### src/rtl/fba_pkg.sv
`timescale 1ns / 1ps

package fba_pkg;

    localparam int DEF_DISK_BLOCKS     = 128;
    localparam int DEF_TABLE_ENTRIES   = 16;
    localparam int DEF_MAX_FILE_BLOCKS = 8;

    localparam int REQ_TYPE_W    = 2;
    localparam int NAME_W        = 64;
    localparam int FILE_BLOCKS_W = 4;
    localparam int BLOCK_INDEX_W = 3;
    localparam int STATUS_W      = 3;
    localparam int DISK_BLOCK_W  = 7;
    localparam int ENTRY_SLOT_W  = 4;

    localparam logic [REQ_TYPE_W-1:0] REQ_CREATE    = 2'd0;
    localparam logic [REQ_TYPE_W-1:0] REQ_DELETE    = 2'd1;
    localparam logic [REQ_TYPE_W-1:0] REQ_TRANSLATE = 2'd2;

    localparam logic [STATUS_W-1:0] ST_OK        = 3'd0;
    localparam logic [STATUS_W-1:0] ST_NO_BLOCKS = 3'd1;
    localparam logic [STATUS_W-1:0] ST_NO_ENTRY  = 3'd2;
    localparam logic [STATUS_W-1:0] ST_NOT_FOUND = 3'd3;
    localparam logic [STATUS_W-1:0] ST_RANGE     = 3'd4;

    // bytes after the first zero byte read as zero
    function automatic logic [NAME_W-1:0] norm_name(input logic [NAME_W-1:0] n);
        logic [NAME_W-1:0] res;
        logic              alive;
        res   = '0;
        alive = 1'b1;
        for (int b = 0; b < NAME_W / 8; b++)
        begin
            alive = alive && (n[8*b +: 8] != 8'd0);
            if (alive)
            begin
                res[8*b +: 8] = n[8*b +: 8];
            end
        end
        return res;
    endfunction

endpackage

### src/rtl/fba_if.sv
`timescale 1ns / 1ps

interface fba_req_if
    import fba_pkg::*;
();
    logic                     valid;
    logic                     ready;
    logic [REQ_TYPE_W-1:0]    req_type;
    logic [NAME_W-1:0]        file_name;
    logic [FILE_BLOCKS_W-1:0] file_blocks;
    logic [BLOCK_INDEX_W-1:0] block_index;

    modport source (output valid, req_type, file_name, file_blocks, block_index,
                    input ready);
    modport sink   (input valid, req_type, file_name, file_blocks, block_index,
                    output ready);
endinterface

interface fba_resp_if
    import fba_pkg::*;
();
    logic                    valid;
    logic                    ready;
    logic [STATUS_W-1:0]     status;
    logic [DISK_BLOCK_W-1:0] disk_block;
    logic [ENTRY_SLOT_W-1:0] entry_slot;

    modport source (output valid, status, disk_block, entry_slot, input ready);
    modport sink   (input valid, status, disk_block, entry_slot, output ready);
endinterface

### src/rtl/file_block_allocator_core.sv
`timescale 1ns / 1ps
// Flow: create scans the bitmap for free blocks, then the entries, then writes pointers;
//          delete finds the entry and frees its blocks; translate reads one pointer.
// Throughput: one request at a time, ready only when idle; the single-port bitmap,
//          name and pointer memories are probed one entry per step.
// Reset: rst_n async, clears control and entry valid bits, then a bitmap clearing
//          pass over all DISK_BLOCKS entries runs before the first request is taken.
module file_block_allocator_core
    import fba_pkg::*;
#(
    parameter int DISK_BLOCKS     = DEF_DISK_BLOCKS,
    parameter int TABLE_ENTRIES   = DEF_TABLE_ENTRIES,
    parameter int MAX_FILE_BLOCKS = DEF_MAX_FILE_BLOCKS
)
(
    input  logic        clk,
    input  logic        rst_n,
    fba_req_if.sink     req,
    fba_resp_if.source  resp
);

    localparam int BLK_W = $clog2(DISK_BLOCKS);
    localparam int ENT_W = $clog2(TABLE_ENTRIES);
    localparam int CNT_W = $clog2(MAX_FILE_BLOCKS + 1);
    localparam int PI_W  = (MAX_FILE_BLOCKS > 1) ? $clog2(MAX_FILE_BLOCKS) : 1;
    localparam int PT_DEPTH = TABLE_ENTRIES * MAX_FILE_BLOCKS;
    localparam int PA_W  = $clog2(PT_DEPTH);
    localparam int ROW_W = NAME_W + CNT_W;

    localparam logic [PA_W-1:0]  MFB_P    = PA_W'(MAX_FILE_BLOCKS);
    localparam logic [BLK_W-1:0] BLK_LAST = BLK_W'(DISK_BLOCKS - 1);
    localparam logic [ENT_W-1:0] ENT_LAST = ENT_W'(TABLE_ENTRIES - 1);

    typedef enum logic [3:0] {
        S_CLR, S_IDLE, S_BRD, S_BCHK, S_ESCAN, S_WR,
        S_FRD, S_FCHK, S_DRD, S_DWR, S_TRD, S_TWT, S_RESP
    } state_t;

    state_t                  state_reg;
    logic [REQ_TYPE_W-1:0]   req_reg;
    logic [NAME_W-1:0]       name_reg;
    logic [CNT_W-1:0]        cnt_reg;
    logic [BLOCK_INDEX_W-1:0] idx_reg;
    logic [BLK_W-1:0]        scan_reg;
    logic [CNT_W-1:0]        nf_reg;
    logic [BLK_W-1:0]        found_reg [MAX_FILE_BLOCKS];
    logic [ENT_W-1:0]        ent_reg;
    logic [CNT_W-1:0]        wi_reg;
    logic [CNT_W-1:0]        len_reg;
    logic [TABLE_ENTRIES-1:0] valid_reg;
    logic [STATUS_W-1:0]     res_status_reg;
    logic [BLK_W-1:0]        res_blk_reg;
    logic [ENT_W-1:0]        res_slot_reg;
    logic                    out_vld_reg;
    logic [STATUS_W-1:0]     out_status_reg;
    logic [BLK_W-1:0]        out_blk_reg;
    logic [ENT_W-1:0]        out_slot_reg;

    logic                    bm_mem [DISK_BLOCKS];
    logic [ROW_W-1:0]        nm_mem [TABLE_ENTRIES];
    logic [BLK_W-1:0]        pt_mem [PT_DEPTH];
    logic                    bm_rdata_reg;
    logic [ROW_W-1:0]        nm_rdata_reg;
    logic [BLK_W-1:0]        pt_rdata_reg;

    logic                    bm_we, bm_re, bm_wdata;
    logic [BLK_W-1:0]        bm_addr;
    logic                    nm_we, nm_re;
    logic                    pt_we, pt_re;
    logic [PA_W-1:0]         pt_addr;
    logic [BLK_W-1:0]        wr_blk;
    logic                    hit;
    logic [CNT_W-1:0]        nf_inc;
    logic [NAME_W-1:0]       row_name;
    logic [CNT_W-1:0]        row_len;
    logic                    row_match;
    logic                    out_free;

    assign wr_blk    = found_reg[wi_reg[PI_W-1:0]];
    assign hit       = !bm_rdata_reg;
    assign nf_inc    = nf_reg + CNT_W'(hit);
    assign row_name  = nm_rdata_reg[NAME_W-1:0];
    assign row_len   = nm_rdata_reg[NAME_W +: CNT_W];
    assign row_match = valid_reg[ent_reg] && (row_name == name_reg);
    assign out_free  = !out_vld_reg || resp.ready;

    always_comb
    begin
        bm_we    = 1'b0;
        bm_re    = 1'b0;
        bm_wdata = 1'b0;
        bm_addr  = scan_reg;
        unique case (state_reg)
            S_CLR:
            begin
                bm_we = 1'b1;
            end
            S_BRD:
            begin
                bm_re = 1'b1;
            end
            S_WR:
            begin
                bm_we    = (wi_reg != cnt_reg);
                bm_wdata = 1'b1;
                bm_addr  = wr_blk;
            end
            S_DWR:
            begin
                bm_we   = 1'b1;
                bm_addr = pt_rdata_reg;
            end
            default:
            begin
                bm_we = 1'b0;
            end
        endcase
    end

    assign nm_we   = (state_reg == S_ESCAN) && !valid_reg[ent_reg];
    assign nm_re   = (state_reg == S_FRD);
    assign pt_we   = (state_reg == S_WR) && (wi_reg != cnt_reg);
    assign pt_re   = ((state_reg == S_DRD) && (wi_reg != len_reg)) || (state_reg == S_TRD);
    assign pt_addr = PA_W'(ent_reg) * MFB_P
                   + ((state_reg == S_TRD) ? PA_W'(idx_reg) : PA_W'(wi_reg));

    always_ff @(posedge clk)
    begin
        if (bm_we)
        begin
            bm_mem[bm_addr] <= bm_wdata;
        end
        if (bm_re)
        begin
            bm_rdata_reg <= bm_mem[bm_addr];
        end
    end

    always_ff @(posedge clk)
    begin
        if (nm_we)
        begin
            nm_mem[ent_reg] <= {cnt_reg, name_reg};
        end
        if (nm_re)
        begin
            nm_rdata_reg <= nm_mem[ent_reg];
        end
    end

    always_ff @(posedge clk)
    begin
        if (pt_we)
        begin
            pt_mem[pt_addr] <= wr_blk;
        end
        if (pt_re)
        begin
            pt_rdata_reg <= pt_mem[pt_addr];
        end
    end

    always_ff @(posedge clk or negedge rst_n)
    begin
        if (!rst_n)
        begin
            state_reg   <= S_CLR;
            scan_reg    <= '0;
            valid_reg   <= '0;
            out_vld_reg <= 1'b0;
        end
        else
        begin
            if (out_vld_reg && resp.ready && (state_reg != S_RESP))
            begin
                out_vld_reg <= 1'b0;
            end
            unique case (state_reg)
                S_CLR:
                begin
                    scan_reg <= scan_reg + 1'b1;
                    if (scan_reg == BLK_LAST)
                    begin
                        state_reg <= S_IDLE;
                    end
                end
                S_IDLE:
                begin
                    if (req.valid)
                    begin
                        req_reg        <= req.req_type;
                        name_reg       <= norm_name(req.file_name);
                        cnt_reg        <= CNT_W'(req.file_blocks);
                        idx_reg        <= req.block_index;
                        res_status_reg <= ST_OK;
                        res_blk_reg    <= '0;
                        res_slot_reg   <= '0;
                        scan_reg       <= BLK_W'(1);
                        nf_reg         <= '0;
                        ent_reg        <= '0;
                        wi_reg         <= '0;
                        unique case (req.req_type) inside
                            REQ_CREATE:
                            begin
                                if (32'(req.file_blocks) > MAX_FILE_BLOCKS)
                                begin
                                    res_status_reg <= ST_RANGE;
                                    state_reg      <= S_RESP;
                                end
                                else if (req.file_blocks == '0)
                                begin
                                    state_reg <= S_ESCAN;
                                end
                                else
                                begin
                                    state_reg <= S_BRD;
                                end
                            end
                            REQ_DELETE, REQ_TRANSLATE:
                            begin
                                state_reg <= S_FRD;
                            end
                            default:
                            begin
                                state_reg <= S_RESP;
                            end
                        endcase
                    end
                end
                S_BRD:
                begin
                    state_reg <= S_BCHK;
                end
                S_BCHK:
                begin
                    if (hit)
                    begin
                        found_reg[nf_reg[PI_W-1:0]] <= scan_reg;
                    end
                    nf_reg <= nf_inc;
                    if (nf_inc == cnt_reg)
                    begin
                        state_reg <= S_ESCAN;
                    end
                    else if (scan_reg == BLK_LAST)
                    begin
                        res_status_reg <= ST_NO_BLOCKS;
                        state_reg      <= S_RESP;
                    end
                    else
                    begin
                        scan_reg  <= scan_reg + 1'b1;
                        state_reg <= S_BRD;
                    end
                end
                S_ESCAN:
                begin
                    if (!valid_reg[ent_reg])
                    begin
                        valid_reg[ent_reg] <= 1'b1;
                        res_slot_reg       <= ent_reg;
                        state_reg          <= S_WR;
                    end
                    else if (ent_reg == ENT_LAST)
                    begin
                        res_status_reg <= ST_NO_ENTRY;
                        state_reg      <= S_RESP;
                    end
                    else
                    begin
                        ent_reg <= ent_reg + 1'b1;
                    end
                end
                S_WR:
                begin
                    if (wi_reg == cnt_reg)
                    begin
                        state_reg <= S_RESP;
                    end
                    else
                    begin
                        wi_reg <= wi_reg + 1'b1;
                    end
                end
                S_FRD:
                begin
                    state_reg <= S_FCHK;
                end
                S_FCHK:
                begin
                    if (row_match)
                    begin
                        len_reg <= row_len;
                        if (req_reg == REQ_DELETE)
                        begin
                            state_reg <= S_DRD;
                        end
                        else if (32'(idx_reg) >= 32'(row_len)
                                 || 32'(idx_reg) >= MAX_FILE_BLOCKS)
                        begin
                            res_status_reg <= ST_RANGE;
                            state_reg      <= S_RESP;
                        end
                        else
                        begin
                            state_reg <= S_TRD;
                        end
                    end
                    else if (ent_reg == ENT_LAST)
                    begin
                        res_status_reg <= ST_NOT_FOUND;
                        state_reg      <= S_RESP;
                    end
                    else
                    begin
                        ent_reg   <= ent_reg + 1'b1;
                        state_reg <= S_FRD;
                    end
                end
                S_DRD:
                begin
                    if (wi_reg == len_reg)
                    begin
                        valid_reg[ent_reg] <= 1'b0;
                        res_slot_reg       <= ent_reg;
                        state_reg          <= S_RESP;
                    end
                    else
                    begin
                        state_reg <= S_DWR;
                    end
                end
                S_DWR:
                begin
                    wi_reg    <= wi_reg + 1'b1;
                    state_reg <= S_DRD;
                end
                S_TRD:
                begin
                    state_reg <= S_TWT;
                end
                S_TWT:
                begin
                    res_blk_reg  <= pt_rdata_reg;
                    res_slot_reg <= ent_reg;
                    state_reg    <= S_RESP;
                end
                S_RESP:
                begin
                    if (out_free)
                    begin
                        out_vld_reg    <= 1'b1;
                        out_status_reg <= res_status_reg;
                        out_blk_reg    <= res_blk_reg;
                        out_slot_reg   <= res_slot_reg;
                        state_reg      <= S_IDLE;
                    end
                end
                default:
                begin
                    state_reg <= S_IDLE;
                end
            endcase
        end
    end

    assign req.ready       = (state_reg == S_IDLE);
    assign resp.valid      = out_vld_reg;
    assign resp.status     = out_status_reg;
    assign resp.disk_block = DISK_BLOCK_W'(out_blk_reg);
    assign resp.entry_slot = ENTRY_SLOT_W'(out_slot_reg);

`ifndef NO_ASSERTIONS
    a_busy_after_accept: assert property (@(posedge clk) disable iff (!rst_n)
        req.valid && req.ready |=> !req.ready)
        else $error("request taken while busy");

    a_block0_reserved: assert property (@(posedge clk) disable iff (!rst_n)
        bm_we && bm_wdata |-> bm_addr != '0)
        else $error("reserved block marked in use");

    a_scan_count: assert property (@(posedge clk) disable iff (!rst_n)
        state_reg == S_BCHK |-> nf_reg < cnt_reg)
        else $error("bitmap scan past requested count");

    a_create_valid: assert property (@(posedge clk) disable iff (!rst_n)
        state_reg == S_RESP && req_reg == REQ_CREATE && res_status_reg == ST_OK
        |-> valid_reg[res_slot_reg])
        else $error("created entry not valid");

    a_delete_clear: assert property (@(posedge clk) disable iff (!rst_n)
        state_reg == S_RESP && req_reg == REQ_DELETE && res_status_reg == ST_OK
        |-> !valid_reg[res_slot_reg])
        else $error("deleted entry still valid");
`endif

endmodule
### src/flat_wrapper.sv
// flat-port wrapper written by rule: the top's interface ports become plain ports
module file_block_allocator_core_flat import fba_pkg::*;
#(
    parameter int DISK_BLOCKS     = DEF_DISK_BLOCKS,
    parameter int TABLE_ENTRIES   = DEF_TABLE_ENTRIES,
    parameter int MAX_FILE_BLOCKS = DEF_MAX_FILE_BLOCKS
)
  (clk, rst_n, req_valid, req_req_type, req_file_name, req_file_blocks, req_block_index, req_ready, resp_valid, resp_status, resp_disk_block, resp_entry_slot, resp_ready);
  fba_req_if req_i ();
  fba_resp_if resp_i ();
  input  logic clk;
  input  logic rst_n;
  input wire logic [$bits(req_i.valid)-1:0] req_valid;
  input wire logic [$bits(req_i.req_type)-1:0] req_req_type;
  input wire logic [$bits(req_i.file_name)-1:0] req_file_name;
  input wire logic [$bits(req_i.file_blocks)-1:0] req_file_blocks;
  input wire logic [$bits(req_i.block_index)-1:0] req_block_index;
  output wire logic [$bits(req_i.ready)-1:0] req_ready;
  output wire logic [$bits(resp_i.valid)-1:0] resp_valid;
  output wire logic [$bits(resp_i.status)-1:0] resp_status;
  output wire logic [$bits(resp_i.disk_block)-1:0] resp_disk_block;
  output wire logic [$bits(resp_i.entry_slot)-1:0] resp_entry_slot;
  input wire logic [$bits(resp_i.ready)-1:0] resp_ready;
  assign req_i.valid = req_valid;
  assign req_i.req_type = req_req_type;
  assign req_i.file_name = req_file_name;
  assign req_i.file_blocks = req_file_blocks;
  assign req_i.block_index = req_block_index;
  assign req_ready = req_i.ready;
  assign resp_valid = resp_i.valid;
  assign resp_status = resp_i.status;
  assign resp_disk_block = resp_i.disk_block;
  assign resp_entry_slot = resp_i.entry_slot;
  assign resp_i.ready = resp_ready;
  file_block_allocator_core #(.DISK_BLOCKS(DISK_BLOCKS), .TABLE_ENTRIES(TABLE_ENTRIES), .MAX_FILE_BLOCKS(MAX_FILE_BLOCKS)) u_core (.clk(clk), .rst_n(rst_n), .req(req_i), .resp(resp_i));
endmodule
### config.mk
export PLATFORM = sky130hd
export DESIGN_NAME = file_block_allocator_core_flat
export DESIGN_NICKNAME = d
export VERILOG_FILES = /design/src/rtl/fba_pkg.sv /design/src/rtl/fba_if.sv /design/src/rtl/file_block_allocator_core.sv /design/src/flat_wrapper.sv
export SDC_FILE = /design/constraint.sdc
export NUM_CORES = 2
export LEC_CHECK = 0
export BUFFER_PORTS_ARGS = -buffer_cell sky130_fd_sc_hd__buf_2
export CORE_ASPECT_RATIO = 0.8
export CORE_MARGIN = 10
export CORE_UTILIZATION = 32
export DETAILED_ROUTE_END_ITERATION = 8
export PLACE_DENSITY = 0.45
export SKIP_LAST_GASP = 1
export SLEW_MARGIN = 20
export SYNTH_ARGS = -nofsm -noshare
export SYNTH_HDL_FRONTEND = slang
export SYNTH_SLANG_ARGS = --single-unit
### constraint.sdc
create_clock -name clk -period 11.8 [get_ports clk]
set_clock_uncertainty 0.15 [all_clocks]
set_input_delay 0.59 -clock clk [delete_from_list [all_inputs] [get_ports clk]]
set_output_delay 0.59 -clock clk [all_outputs]
set_load 0.02 [all_outputs]
# After elaboration in Yosys (flattened, before gate mapping)
# Memory sizes are Yosys's and may differ from the RTL's. A register that Yosys moved wholly into a read port is not among the register bits.
# Cells that the tools add are included.
# classes
reduce_logical	53
magnitude_cmp	4
bitwise	3
n_addsub	5
eq_ne	41
muxes	71
# op_table
op	count
$mux W4	20
$eq A64 B64 Y1	1
$reduce_bool A8 Y1	8
$pmux W4 S13	1
$mux W3	15
$mux W16	2
$pmux W16 S2	1
$mux W7	4
$pmux W7 S2	2
$eq A4 B4 Y1 const B	6
$pmux W4 S3	2
$pmux W7 S3	1
$ne A2 B2 Y1 const B	10
$reduce_and A3 Y1	6
$and A16 B16 Y16	1
$eq A4 B3 Y1 const B	4
$mux W1	16
$not A16 Y16	1
$or A16 B16 Y16	1
$pmux W4 S2	2
$pmux W4 S4	1
$logic_and A1 B1 Y1	15
$reduce_and A5 Y1	3
$eq A4 B4 Y1	3
other kinds (32)	51
# word_totals
mem_count	4
ram_bits	2168
out_inout_bits	16
word_cells	206
in_bits	77
ff_bits	145
# mem_list
memory	words	width	rd	rd_clocked_by_memory_dff	write_ports	line	rtl
u_core.nm_mem	16	68	1	1	1	file_block_allocator_core.sv:60	logic [ROW_W-1:0] nm_mem [TABLE_ENTRIES];
u_core.pt_mem	128	7	1	1	1	file_block_allocator_core.sv:61	logic [BLK_W-1:0] pt_mem [PT_DEPTH];
u_core.bm_mem	128	1	1	1	1	file_block_allocator_core.sv:59	logic bm_mem [DISK_BLOCKS];
u_core.found_reg	8	7	1	1	1	file_block_allocator_core.sv:46	logic [BLK_W-1:0] found_reg [MAX_FILE_BLOCKS];

# Logic depth before layout (Yosys ltp)
# logic_depth
word_depth	8
mapped_depth	15
depth_no_buf	12

# Least setup slack after synthesis
# OpenSTA, ideal clock, no wires.
# synth_timing
path_type	register to register
from	register u_core.ent_reg[0]
to	memory u_core.nm_mem[2][0] (netlist name) (enable)
arrival_ps	8399
required_time_ps	10986
n_path_buf	1
synth_period_minus_slack_ps	9213
slack_ps	2587
stages_incl_launch_ff	5
setup_ps	664
cell_sequence	edfxtp_1 > clkbuf_1 > mux4_2 > mux4_2 > nor4_1
# synth_via
elab_chain_len	6
# synth_lines
item	line	rtl
start: declaration	file_block_allocator_core.sv:47	logic [ENT_W-1:0] ent_reg;
start signal: assignment	file_block_allocator_core.sv:271	ent_reg <= ent_reg + 1'b1;
start signal: assignment	file_block_allocator_core.sv:316	ent_reg <= ent_reg + 1'b1;
$bmux W1 S4	file_block_allocator_core.sv:120	assign nm_we = (state_reg == S_ESCAN) && !valid_reg[ent_reg];
$mux W1 (implied by the code)	file_block_allocator_core.sv:120	
$logic_not A1 Y1	n/a	
$logic_and A1 B1 Y1	file_block_allocator_core.sv:120	
$mux W1	file_block_allocator_core.sv:141	if (nm_we)
$mux W1 (implied by the code)	file_block_allocator_core.sv:143	nm_mem[ent_reg] <= {cnt_reg, name_reg};
end: declaration	file_block_allocator_core.sv:60	
# Parallel ways exist; a longest one is shown, timed or not. The select of a mux whose other input is x is not followed.

# Worst setup path after layout
# layout_timing
from	register u_core.state_reg[2]
to	register u_core.pt_rdata_reg[0] (read register of u_core.pt_mem) (data pin)
# layout_via
elab_chain_len	3
elab_cells_between_ends	6
cone_classes	1 x add/sub; 2 x eq/ne; 1 x mux; 2 x reduce/logical
# layout_lines
item	line	rtl
start: declaration	file_block_allocator_core.sv:39	state_t state_reg;
start signal: assignment	file_block_allocator_core.sv:167	state_reg <= S_CLR;
start signal: assignment	file_block_allocator_core.sv:184	state_reg <= S_IDLE;
start signal: assignment	file_block_allocator_core.sv:208	state_reg <= S_RESP;
$eq A4 B4 Y1 (on tied branches)	file_block_allocator_core.sv:123, file_block_allocator_core.sv:125	
$mux W4 or $logic_and A1 B1 Y1 (tied branches)	file_block_allocator_core.sv:125, file_block_allocator_core.sv:123	
$add A7 B7 Y7 or $logic_or A1 B1 Y1 (tied branches)	file_block_allocator_core.sv:125, file_block_allocator_core.sv:123	
end: declaration	file_block_allocator_core.sv:64	logic [BLK_W-1:0] pt_rdata_reg;
# Parallel ways exist; a longest one is shown, timed or not.
# A chain may end at the register's enable or synchronous reset.

==> flow_metrics.env <==
export IMPL_status="completed"
export IMPL_clkPwrFrac_pct=33.3
export IMPL_initialDrtViolationCount=5521
export IMPL_viasPerCell=5.35
export IMPL_crit_top_cell="buf_4"
export IMPL_synth_edf_count=2361
export IMPL_wire_per_inst_um=30.2
export IMPL_max_freq_ghz=0.161
export IMPL_setup_violations_final=0
export IMPL_yosys_area_share_simple_pct=4.69
export IMPL_critPathBufInv=3
export IMPL_place_congestion=0.819
export IMPL_largest_reg_flops=1088
export IMPL_min_period_ps=6210
export IMPL_drive_gt1_share_pct=20.4
export IMPL_netlist_area_um2=92700
export IMPL_hold_violations=0
export IMPL_fillers=26400
export IMPL_synth_top_family_by_area="multiplexers"
export IMPL_netlist_cell_type_count=78
export IMPL_clk_pin_slew_ps=60
export IMPL_vias=49100
export IMPL_yosys_area_share_adder_pct=0.202
export IMPL_die_h_um=501
export IMPL_grtUsageTotal_pct=17.2
export IMPL_p_total_mw=24.2
export IMPL_cts_sinks=2392
export IMPL_cts_root_buf="clkbuf_16"
export IMPL_yosysWarnings=0
export IMPL_die_w_um=622
export IMPL_ys_flop_type="edfxtp_1"
export IMPL_io_pins=93
export IMPL_max_cap_violations=0
export IMPL_ys_top_cells_by_area="edfxtp_1, mux4_2, a22oi_1"
export IMPL_start_util_pct=32.2
export IMPL_ys_seq_elements=2392
export IMPL_avgSynthCellArea_um2=19.0
export IMPL_p_int_mw=16.8
export IMPL_cp_end_kind="register"
export IMPL_tightest_slew_ps=1230
export IMPL_cp_cell_sequence="nor4bb_4 -> mux2i_4 -> buf_4 -> buf_4 -> nor2_4 -> buf_4 -> a221o_1 -> a222oi_1 -> nor2_1 -> o21ai_0 -> nand4_1 -> a221o_1"
export IMPL_synthArstFlopShare_pct=1.17
export IMPL_grt_pass1_vias=49500
export IMPL_cp_start_kind="register"
export IMPL_drt_total_wl_um=277000
export IMPL_ir_drop_v=0.000136
export IMPL_areaGrowthSynthToFinish_pct=15.4
export IMPL_ys_seq_area_share_pct=77.3
export IMPL_switching_share_pct=30.5
export IMPL_synth_top_area_share_pct=76.5
export IMPL_path_max_fanout=31
export IMPL_postCtsSetupBuffers=0
export IMPL_firstDrtPassIters=6
export IMPL_regMostFlops="u_core.nm_mem"
export IMPL_syn_num_nets=4965
export IMPL_yosysTopAreaCell="edfxtp_1"
export IMPL_post_dp_cell_area_um2=98200
export IMPL_most_common_layout_cells="edfxtp_1, mux4_2, nor2_1"
export IMPL_drc=0
export IMPL_rsz0062_at_grt="no"
export IMPL_synth_compound_area_share_pct=4.81
export IMPL_crit_slowest_cell="nor4bb_4"
export IMPL_synthMuxAreaShare_pct=10.8
export IMPL_synthXorXnorAreaFrac_pct=0.869
export IMPL_grt_pass1_wl_um=390000
export IMPL_clock_latency_ps=860
export IMPL_post_route_period_util_pct=52.6
export IMPL_fin_area_um2=107000
export IMPL_cts_buffers=271
export IMPL_crit_family="compound AO/OA/AOI/OAI gates"
export IMPL_dp_hpwl_um=154000
export IMPL_rows=176
export IMPL_p_comb_share_pct=22.7
export IMPL_p_per_area_nw_per_um2=226
export IMPL_fin_tns_setup_ps=0
export IMPL_h_tree_depth=5
export IMPL_relSlewSlack_pct=17.6
export IMPL_ant_nets=0
export IMPL_core_um2=288000
export IMPL_p_sw_mw=7.37
export IMPL_worstPathRequired_ps=12240
export IMPL_grt_antenna_before_repair=12
export IMPL_max_stage_delay_ps=980
export IMPL_p_leak_nw=33.0
export IMPL_dp_slack_ps=5680
export IMPL_seqPwrFrac_pct=44.0
export IMPL_worstSetupPathType="register to register"
export IMPL_grt_max_degree=105
export IMPL_min_path_type="input port to register"
export IMPL_setup_ws_ps=5590
export IMPL_cts_buffer_depth=4
export IMPL_final_nets=5235
export IMPL_port_buffers=92
export IMPL_final_common_cell="edfxtp_1"
export IMPL_die_area_um2=312000
export IMPL_cts_tree="built"
export IMPL_fin_util_pct=37.2
export IMPL_syn_inst=4873
export IMPL_grt_overflow=0
export IMPL_reg_top3="u_core.nm_mem x1088, u_core.pt_mem x896, u_core.bm_mem x128"
export IMPL_finalMaxSlewViolations=0
export IMPL_worstPathArrival_ps=6650
area by class of cell:
cell class                      count  area [um^2]  share of cell area, %
Clock buffer                      335         7290                   6.81
Tap cell                         3827         4790                   4.47
Sequential cell                  2392        71700                   67.0
Timing Repair Buffer              270         2000                   1.87
Clock inverter                    131         1010                  0.947
Multi-Input combinational cell   2191        20200                   18.9
Inverter                           17         63.8                 0.0596
Antenna cell                        6         15.0                 0.0140
metal layers:
layer / vias up / wire length [um] / global-route usage (%)
met2: 1883 / 119000 / 25.1
met5: - / 0 / 0
met4: 0 / 6230 / 4.04
met1: 26400 / 129000 / 25.7
met3: 376 / 21900 / 4.18
li1: 20400 / - / -
Yosys cell counts, types with 22 or more instances:
library cell  instances
mux2i_1              39
and2_1               69
nor4_1               42
a21oi_1              88
mux2_2               58
clkbuf_1            156
dfrtp_1              28
nand3_1              50
o21ai_0              65
nor2_1              380
nand2b_1             22
nand4_1              33
nand2_1             282
buf_2                55
buf_1                50
mux4_2              396
a221oi_1             67
nor3_1               32
a22oi_1             206
edfxtp_1           2361
xor2_1               76
power groups by stage:
stage,registers (mW),logic (mW),clock network (mW)
after floorplan,10.7,3.29,0
after global placement,10.8,5.52,0
after detailed placement,10.8,5.51,0
after CTS,10.6,5.54,8.24
after global routing,10.7,5.85,8.58
final,10.6,5.49,8.05
cells by family (layout without fill, tap and decap cells):
| logic type | Yosys count | in the layout |
|---|---|---|
| other cells | 0 | 6 |
| mux | 497 | 497 |
| buf+inv | 290 | 753 |
| fa+ha+maj | 15 | 15 |
| compound gates | 619 | 619 |
| xor+xnor | 92 | 92 |
| flops | 2392 | 2392 |
| simple gates | 968 | 968 |
path summary, 6_finish.rpt:
check	end	cells past startpoint	from	slack (ps)
max in group asynchronous	async pin	3	rst_n	10900
worst min register to register	u_core.resp.disk_block[6]	0	u_core.res_blk_reg[6]	270
worst max register to register	u_core.pt_rdata_reg[0]	12	u_core.state_reg[2]	5590
worst min-delay path	u_core.name_reg[31]	2	req_file_name[31]	40
worst max-delay path	u_core.pt_rdata_reg[0]	12	u_core.state_reg[2]	5590
min in group asynchronous	u_core.scan_reg[3]	3	rst_n	210
worst register-to-register path: cells and delay by family, from the launching register on:
kind | cells | cell delay (ps)
simple gates | 4 | 1660
compound gates | 4 | 1680
flops | 1 | 690
buf+inv | 3 | 1460
mux | 1 | 340
timing repair:
action / in CTS / in global routing
endpoints found under the hold margin: 79 / 0
gates resized for setup: 0 / 0
endpoints found under the setup margin: 0 / 0
hold buffers: 52 / 0
stage by stage:
step                      hold WS, ps  std cells
after floorplan                   144       4873
after global placement            258       8645
after detailed placement          263       8645
after CTS                       0.253       9163
after global routing             26.6       9165
final                            44.7       9169
No activity file was read; power rests on OpenSTA's default activity.
